==> config.mk <==
export PLATFORM = sky130hd
export DESIGN_NAME = bfcc_frame
export DESIGN_NICKNAME = d
export VERILOG_FILES = /design/src/hw/rtl/bfcc_pkg.sv /design/src/hw/rtl/bfcc_frame.sv
export SDC_FILE = /design/constraint.sdc
export NUM_CORES = 1
export LEC_CHECK = 0
export ABC_AREA = 1
export BUFFER_PORTS_ARGS = -buffer_cell sky130_fd_sc_hd__buf_2
export CAP_MARGIN = 20
export CORE_UTILIZATION = 44
export DETAILED_ROUTE_END_ITERATION = 8
export PLACE_DENSITY = 0.8
export SYNTH_ARGS = -nofsm -noshare
export SYNTH_HDL_FRONTEND = slang
export SYNTH_SLANG_ARGS = --single-unit
==> constraint.sdc <==
create_clock -name vclk -period 1.5
set_input_delay 0.075 -clock vclk [all_inputs]
set_output_delay 0.075 -clock vclk [all_outputs]
set_load 0.05 [all_outputs]
==> src/hw/rtl/bfcc_pkg.sv <==
`timescale 1ns / 1ps

package bfcc_pkg;

  localparam int ID_W      = 11;
  localparam int LEN_W     = 4;
  localparam int PAYLOAD_W = 64;
  localparam int WORD_W    = 16;
  localparam int TIMER_W   = 17;
  localparam int CFG_IDX_W = 1;
  localparam int CFG_DATA_W = 16;
  localparam int CRC_BYTES = 6;
  localparam int CRC_DATA_W = 8 * CRC_BYTES;

  localparam logic [WORD_W-1:0]  CRC_INIT    = 16'hFFFF;
  localparam logic [WORD_W-1:0]  CRC_POLY    = 16'hA001;
  localparam logic [LEN_W-1:0]   FRAME_BYTES = 4'd8;
  localparam logic [ID_W-1:0]    TARGET_ID_RESET   = 11'h100;
  localparam logic [WORD_W-1:0]  RETRY_TICKS_RESET = 16'd2000;
  localparam logic [TIMER_W-1:0] TIMER_MAX   = 17'h1FFFF;

  typedef enum logic [CFG_IDX_W-1:0] {
    CFG_TARGET_ID   = 1'b0,
    CFG_RETRY_TICKS = 1'b1
  } cfg_index_t;

  typedef struct packed {
    logic                 kind;
    logic [ID_W-1:0]      frame_id;
    logic [LEN_W-1:0]     frame_length;
    logic [PAYLOAD_W-1:0] payload;
  } in_item_t;

  typedef struct packed {
    logic                     request_send;
    logic                     frame_matched;
    logic                     crc_ok;
    logic [WORD_W-1:0]        computed_crc;
    logic [WORD_W-1:0]        voltage_raw;
    logic signed [WORD_W-1:0] current_raw;
    logic [WORD_W-1:0]        capacity_raw;
  } out_item_t;

  // Control passed from the frame decoder to the retry timer.
  typedef struct packed {
    logic step;
    logic tick;
    logic matched;
  } timer_ctl_t;

  // Bitwise Modbus CRC over six bytes, byte 0 in the top bits. Only used on
  // constants to build the linear form below.
  function automatic logic [WORD_W-1:0] crc_serial(input logic [CRC_DATA_W-1:0] d,
                                                   input logic [WORD_W-1:0] init);
    logic [WORD_W-1:0] c;
    c = init;
    for (int i = 0; i < CRC_BYTES; i++) begin
      c = c ^ {8'h00, d[CRC_DATA_W-1-8*i -: 8]};
      for (int b = 0; b < 8; b++) begin
        if (c[0]) begin
          c = (c >> 1) ^ CRC_POLY;
        end else begin
          c = c >> 1;
        end
      end
    end
    return c;
  endfunction

  // The CRC is linear in the data, so each data bit contributes a fixed
  // column that is XORed onto the CRC of an all-zero message.
  function automatic logic [CRC_DATA_W-1:0][WORD_W-1:0] crc_columns();
    logic [CRC_DATA_W-1:0][WORD_W-1:0] cols;
    for (int k = 0; k < CRC_DATA_W; k++) begin
      cols[k] = crc_serial(CRC_DATA_W'(1) << k, '0);
    end
    return cols;
  endfunction

  localparam logic [WORD_W-1:0] CRC_BASE = crc_serial('0, CRC_INIT);
  localparam logic [CRC_DATA_W-1:0][WORD_W-1:0] CRC_COL = crc_columns();

endpackage

==> src/hw/rtl/bfcc_frame.sv <==
`timescale 1ns / 1ps

module bfcc_frame import bfcc_pkg::*; (
  input  logic            step,
  input  in_item_t        item,
  input  logic [ID_W-1:0] target_id,
  output timer_ctl_t      ctl,
  output out_item_t       result
);

  logic                  matched;
  logic [CRC_DATA_W-1:0] crc_data;
  logic [WORD_W-1:0]     crc;
  logic [WORD_W-1:0]     carried;

  assign matched  = !item.kind && (item.frame_id == target_id) &&
                    (item.frame_length == FRAME_BYTES);
  assign crc_data = item.payload[PAYLOAD_W-1 -: CRC_DATA_W];
  assign carried  = item.payload[WORD_W-1:0];

  always_comb begin
    crc = CRC_BASE;
    for (int k = 0; k < CRC_DATA_W; k++) begin
      if (crc_data[k]) begin
        crc = crc ^ CRC_COL[k];
      end
    end
  end

  assign ctl.step    = step;
  assign ctl.tick    = item.kind;
  assign ctl.matched = matched;

  always_comb begin
    result = '0;
    if (matched) begin
      result.frame_matched = 1'b1;
      result.crc_ok        = (crc == carried);
      result.computed_crc  = crc;
      result.voltage_raw   = item.payload[63:48];
      result.current_raw   = item.payload[47:32];
      result.capacity_raw  = item.payload[31:16];
    end
  end

endmodule

==> metrics.txt, run 1 <==
Fail Step global routing (5_1_grt); Final Wtd Congestion 0.9006; Rows 31; Chip Height 88.07 microns; Yosys warning count 0; Syn Nets 762; mapped cell area 0.003259 sq mm; Die Span X 88.07 microns; I/O Buffers 159; sequential fraction of the synthesis area 0%; Mapped Cells 670; syn_area_per_cell 4.865 sq um; Worst EP post-GRT repair result[64]; largest net degree at the start of global routing 8; Worst EP kind top-level output; Post-CTS Hold Fix Bufs 0; stop err [ERROR DPL-0038] Utilization greater than 100%, impossible to legalize; top-level port count 162; HPWL after detailed placement 11960 microns; Starting Density 45.18%; Unique masters post-synth 29; status did not finish
==> stage by stage <==
step	std cells	hold WS (ps)	setup slack (ps)	instance area (sq um)	utilization (%)
floorplan	670	276.3	-193.5	3850	-
global placement	1038	150.4	-707.4	5642	78.20
detailed placement	1038	150.4	-792.4	5642	78.20
CTS	1058	150.4	-419.0	6784	94.03
==> cells in the mapped netlist (all sizes together) <==
| library cell | n | share of area (%) |
|---|---|---|
| o22ai | 1 | 0.19 |
| nor2 | 79 | 9.3 |
| xnor2 | 48 | 14 |
| conb | 1 | 0.12 |
| a21boi | 1 | 0.23 |
| nand3 | 59 | 9.1 |
| and3 | 1 | 0.19 |
| nand3b | 9 | 2.1 |
| nor3 | 1 | 0.15 |
| inv | 104 | 12 |
| nand4 | 5 | 0.96 |
| a211oi | 1 | 0.23 |
| xor2 | 51 | 14 |
| nand2 | 268 | 31 |
| buf | 14 | 2.5 |
| o21ai | 5 | 0.77 |
| or2 | 3 | 0.58 |
| a21oi | 7 | 1.1 |
| clkbuf | 11 | 1.5 |
| nor3b | 1 | 0.23 |
==> logic make-up after synthesis <==
logic type                Yosys count  share of synthesized area, %
and+or+nand+nor                   426                         53.67
buffers and inverters             129                         15.97
xor gates and xnor gates           99                         27.75
AOI/OAI and AO/OA                  15                         2.495
other                               1                        0.1151
==> what timing repair did <==
action                     4_1_cts
pin swaps                       68
setup buffers                   14
setup endpoints to repair       65
gates cloned                     7
resized for setup              256
==> run 2: changes to the inputs <==
CORE_UTILIZATION = 40   (was 44)
PLACE_DENSITY = default   (was 0.8)
PLACE_DENSITY_LB_ADDON = 0.15   (was default)
clock period = 2 ns   (was 1.5 ns; I/O delays follow)
==> run 2 against run 1 <==
Effect of this change: the flow now finishes, with violations (negative setup slack); synthesized cell count unchanged; synthesized area unchanged.
==> metrics.txt, run 2 <==
RSZ-0062 raised after global routing yes; HPWL after detailed placement 10160 microns; CP max-delay cell xnor2_2; core area 0.007807 sq mm; Levels on crit path 13; worst path required time 1900 ps; PnR worst setup slack -83.03 ps; most used cell, CP nand2_1; Syn Nets 762; Reg power frac 0%; syn_area_per_cell 4.865 sq um; Die Span X 92.27 microns; Worst Hold Path EP ctl[2]; routed via count 4889; Initial DRC Count 161; Overall Power 2.193 mW; GRT overflow 0; clock share of power 0%; hold wc startpoint step; arrival time at the worst endpoint 1980 ps; layout cell share with drive strength beyond 1 52.88%; status finished with violations; Switch Pwr 1.204 mW; design area 0.006048 sq mm; total track usage 26.57%; Mapped Cells 670; seq_cells 0; Starting Density 41.75%; top-level port count 162; CLK BUF 0; Max Fclk 480.1 MHz; Routed WL 13370 microns; Syn-to-layout area delta 85.57%; largest net degree at the start of global routing 35; leading area contributor after synthesis nand2_1; worst path cell trace buf_2 -> xnor2_2 -> xor2_2 -> xor2_1 -> nand2_1 -> nand3_1 -> nand2_1 -> nor2_1 -> nand3_1 -> nor2_2 -> nand2_1 -> nor2_2 -> buf_6; number of global-route vias before repair 4179; Rows 32; top-area cell type share of the netlist area 30.63%; first-pass GRT wire length 18530 microns; sequential fraction of the synthesis area 0%; critical path class input port to output pin; Fin. Hold Viols 0; Ant. Diodes 0; CP Launch Type input port; commonest non-fill, non-tap cells in the layout nand2_1 (169), buf_2 (119), buf_4 (97), nand2_2 (79), inv_1 (70); Fillers 628; drt drc 0; antenna-violating nets left 0; final setup violating endpoints 1; Post-CTS Hold Fix Bufs 0; Sw Ratio 54.92%; Final Wtd Congestion 0.9268; most common cell after layout, fill and taps aside nand2_1; Yosys warning count 0; Int Power 988.8 uW; failing checks negative setup slack; Crit path largest cell delay 270 ps; top cells by area, synth nand2_1 (31%), xor2_1 (13%), xnor2_1 (12%); Unique masters post-synth 29; Final Cycle Share 104.2%; critical path peak fanout 4; pins over their slew limit 0; via/cell ratio 4.860; worst vdd ir 174.1 uV; Leak 3.621 nW; Post-DP Area 0.004708 sq mm; combinational power share 100.0%; Synth top cells by count nand2_1 (266), inv_1 (103), nor2_1 (77), nand3_1 (59), xor2_1 (49); max cap viols 0; cell with the most instances after synthesis nand2_1; CP top delay family XOR/XNOR gates; Post-layout nets 998; Layout Cells excl Fill 1006; power density cells 362.6 mW/mm^2; cell total after placement 990; WHS Path Cells 0; DR WL/cell 13.29 microns; die footprint 0.008514 sq mm; mapped cell area 0.003259 sq mm; final design utilization 77.47%; I/O Buffers 159; Hold Path Class input port to output pin; area occupied by registers 0 sq um; drt pass-1 iters 5; crit path buf inv count 2; Chip Height 92.27 microns; initial antenna violation count 0; multi-input logic area 0.003692 sq mm; Worst setup EP type output pin; min cycle time layout 2083 ps
==> run 2: cell counts after synthesis <==
No cell type changed its count.
==> run 2: layout make-up <==
| cell class | instances | area share [%] |
|---|---|---|
| well taps | 102 | 2.110 |
| repair buffers | 259 | 30.10 |
| multi-input cells | 541 | 61.05 |
| inverters | 104 | 6.744 |
==> run 2: layer usage <==
layer	wire, microns	global-route usage [%]
met5	0	0
met4	127	2.474
met2	6858	49.00
met3	745	0.9950
met1	5641	35.18
==> run 2: power by group through the flow <==
| stage | registers, mW | clock network [mW] | logic (mW) |
|---|---|---|---|
| after global routing | 0 | 0 | 2.38 |
| after floorplan | 0 | 0 | 1.02 |
| final | 0 | 0 | 2.19 |
| after CTS | 0 | 0 | 1.62 |
| after global placement | 0 | 0 | 1.55 |
| after detailed placement | 0 | 0 | 1.58 |
==> run 2: repair_timing <==
item / CTS / global route
resized for setup: 21 / 322
pin swaps: 5 / 111
endpoints found under the setup margin: 1 / 48
setup buffers: 1 / 15
==> run 2: how the worst max path moves through the flow <==
stage	startpoint	to	slack, ps
finish	item[28]	result[64]	-80
global route	item[28]	result[64]	-200
CTS	item[27]	result[64]	0.3
detailed placement	item[28]	result[64]	-150
global placement	item[49]	result[64]	-130
floorplan	target_id[1]	result[60]	-7
==> run 2: kinds of logic (layout without fill, tap and decap cells) <==
logic type / count (synthesis) / after routing / synth area share, %
AOI/OAI and AO/OA: 15 / 15 / 2.495
xor gates and xnor gates: 99 / 99 / 27.75
buffers and inverters: 129 / 363 / 15.97
other: 1 / 1 / 0.1151
and+or+nand+nor: 426 / 426 / 53.67
==> run 2: stage by stage <==
stage / worst slack (ps) / setup TNS (ps) / hold slack, ps
3_3_place_gp: -135.0 / -135.0 / 200.6
5_1_grt: -199.4 / -334.9 / 200.1
2_1_floorplan: -7.205 / -14.41 / 367.1
4_1_cts: 0.2844 / 0 / 200.6
3_5_place_dp: -153.4 / -153.4 / 200.6
6_report: -83.03 / -83.03 / 200.0
Power figures use the tool's default switching activity.
==> run 3: changes to the inputs <==
CORE_ASPECT_RATIO = 0.8   (was default)
CORE_MARGIN = 8   (was default)
==> run 3 against run 2 <==
Effect of this change: the flow still finishes with violations (negative setup slack); critical path depth grew 8; sequential share of layout area did not move; wire length up 3.2%; total power shrank 7.3%; highest routed layer unchanged.
==> metrics.txt, run 3 (same netlist as run 2, synthesis figures left out) <==
status finished with violations; failing checks negative setup slack; met2 GRT Util 34.72%; critical path class input port to output pin; Place WS -155.9 ps; Fillers 689; Final Cycle Share 101.7%; via/cell ratio 4.834; Fin. Hold Viols 0; most common cell after layout, fill and taps aside nand2_1; area occupied by registers 0 sq um; Post-layout nets 990; final setup violating endpoints 1; met3 GRT Util 1.491%; arrival time at the worst endpoint 1930 ps; I/O Buffers 159; Leak 3.478 nW; Hold Path Class input port to output pin; number of global-route vias before repair 4264; CP Launch Type input port; Sum Neg Setup Slack -34.63 ps; Rows 29; critical path endpoint result[64]; worst vdd ir 206.1 uV; antenna-violating nets left 0; commonest non-fill, non-tap cells in the layout nand2_1 (201), buf_2 (125), buf_4 (97), inv_1 (74), nor2_1 (69); total track usage 21.14%; DR WL/cell 13.75 microns; drt drc 0; max cap viols 0; pins over their slew limit 0; min cycle time layout 2035 ps; top-level port count 162; HPWL after detailed placement 11270 microns; critical path peak fanout 4; PnR worst setup slack -34.63 ps; seq_cells 0; layout cell share with drive strength beyond 1 47.21%; RSZ-0062 raised after global routing yes; met1 Use GR 30.32%; worst path required time 1900 ps; Critical Path Start item[30]; die footprint 0.01131 sq mm; Max Fclk 491.5 MHz; most used routing layer met2; core area 0.007910 sq mm; Starting Density 41.21%; CLK BUF 0; Die Span X 116.9 microns; GRT overflow 0; Worst setup EP type output pin; Overall Power 2.033 mW; largest net degree at the start of global routing 34; Ant. Diodes 0; power density cells 355.3 mW/mm^2; Routed WL 13800 microns; Chip Height 96.74 microns; Final Wtd Congestion 0.9035; drt pass-1 iters 5; Initial DRC Count 340; initial antenna violation count 0; first-pass GRT wire length 19910 microns; routed via count 4853; Syn-to-layout area delta 75.55%
-- run 3: changes by cell type in the layout (fill, tap and decap cells not counted), sizes merged --
cell  previous run  this run
buf            251       243
-- run 3: per-stage QoR --
step	instances	cell area, sq um	util, %	hold slack, ps
5_1_grt	1004	5722	72.33	200.1
4_1_cts	992	4735	59.85	200.6
6_report	1004	5722	72.33	200.0
3_3_place_gp	992	4673	59.08	200.6
3_5_place_dp	992	4673	59.08	200.6
2_1_floorplan	670	3259	-	367.1
-- run 3: worst max-delay path, stage by stage --
cell     delay [ps]
buf_4           140
inv_4            80
nand2_2          60
nand2_4          80
nand2_2          70
nand3_1         110
nand2_2          80
nand2_1          70
inv_1            50
nor2_2          160
nand2_2          80
inv_1            60
nor2_1           40
nand2_1          70
nand2_1          80
nand2_1          60
nand2_1          60
nor2_2          110
nand2_1          80
nor2_2          120
buf_6           160
-- run 3: worst min-delay path by stage --
| stage | start | to | slack [ps] | cells after the start |
|---|---|---|---|---|
| after floorplan | item[79] | ctl[1] | 370 | 1 |
| after global placement | step | ctl[2] | 200 | 0 |
| after detailed placement | step | ctl[2] | 200 | 0 |
| after CTS | step | ctl[2] | 200 | 0 |
| after global routing | step | ctl[2] | 200 | 0 |
| final | step | ctl[2] | 200 | 0 |
-- run 3: power breakdown --
| part | switching [mW] | total, mW | internal (mW) |
|---|---|---|---|
| Sequential | 0 | 0 | 0 |
| Clock | 0 | 0 | 0 |
| Combinational | 1.12 | 2.03 | 0.915 |
-- run 3: layout make-up --
cell class | instances | area, sq um | share of cell area, %
Multi-Input combinational cell | 541 | 3505 | 61.25
Inverter | 104 | 410.4 | 7.173
Timing Repair Buffer | 251 | 1672 | 29.21
Tap cell | 108 | 135.1 | 2.362
-- run 3: layer usage --
metal | up-vias | part of all wire, %
li1 | 2432 | -
met1 | 2199 | 43
met2 | 208 | 47
met3 | 14 | 9.7
met4 | 0 | 0.62
met5 | - | 0
-- run 3: what timing repair did --
item / CTS / global route
setup buffers: 0 / 12
endpoints found under the setup margin: 1 / 35
pin swaps: 4 / 69
resized for setup: 15 / 253
hold buffers: 0 / 0
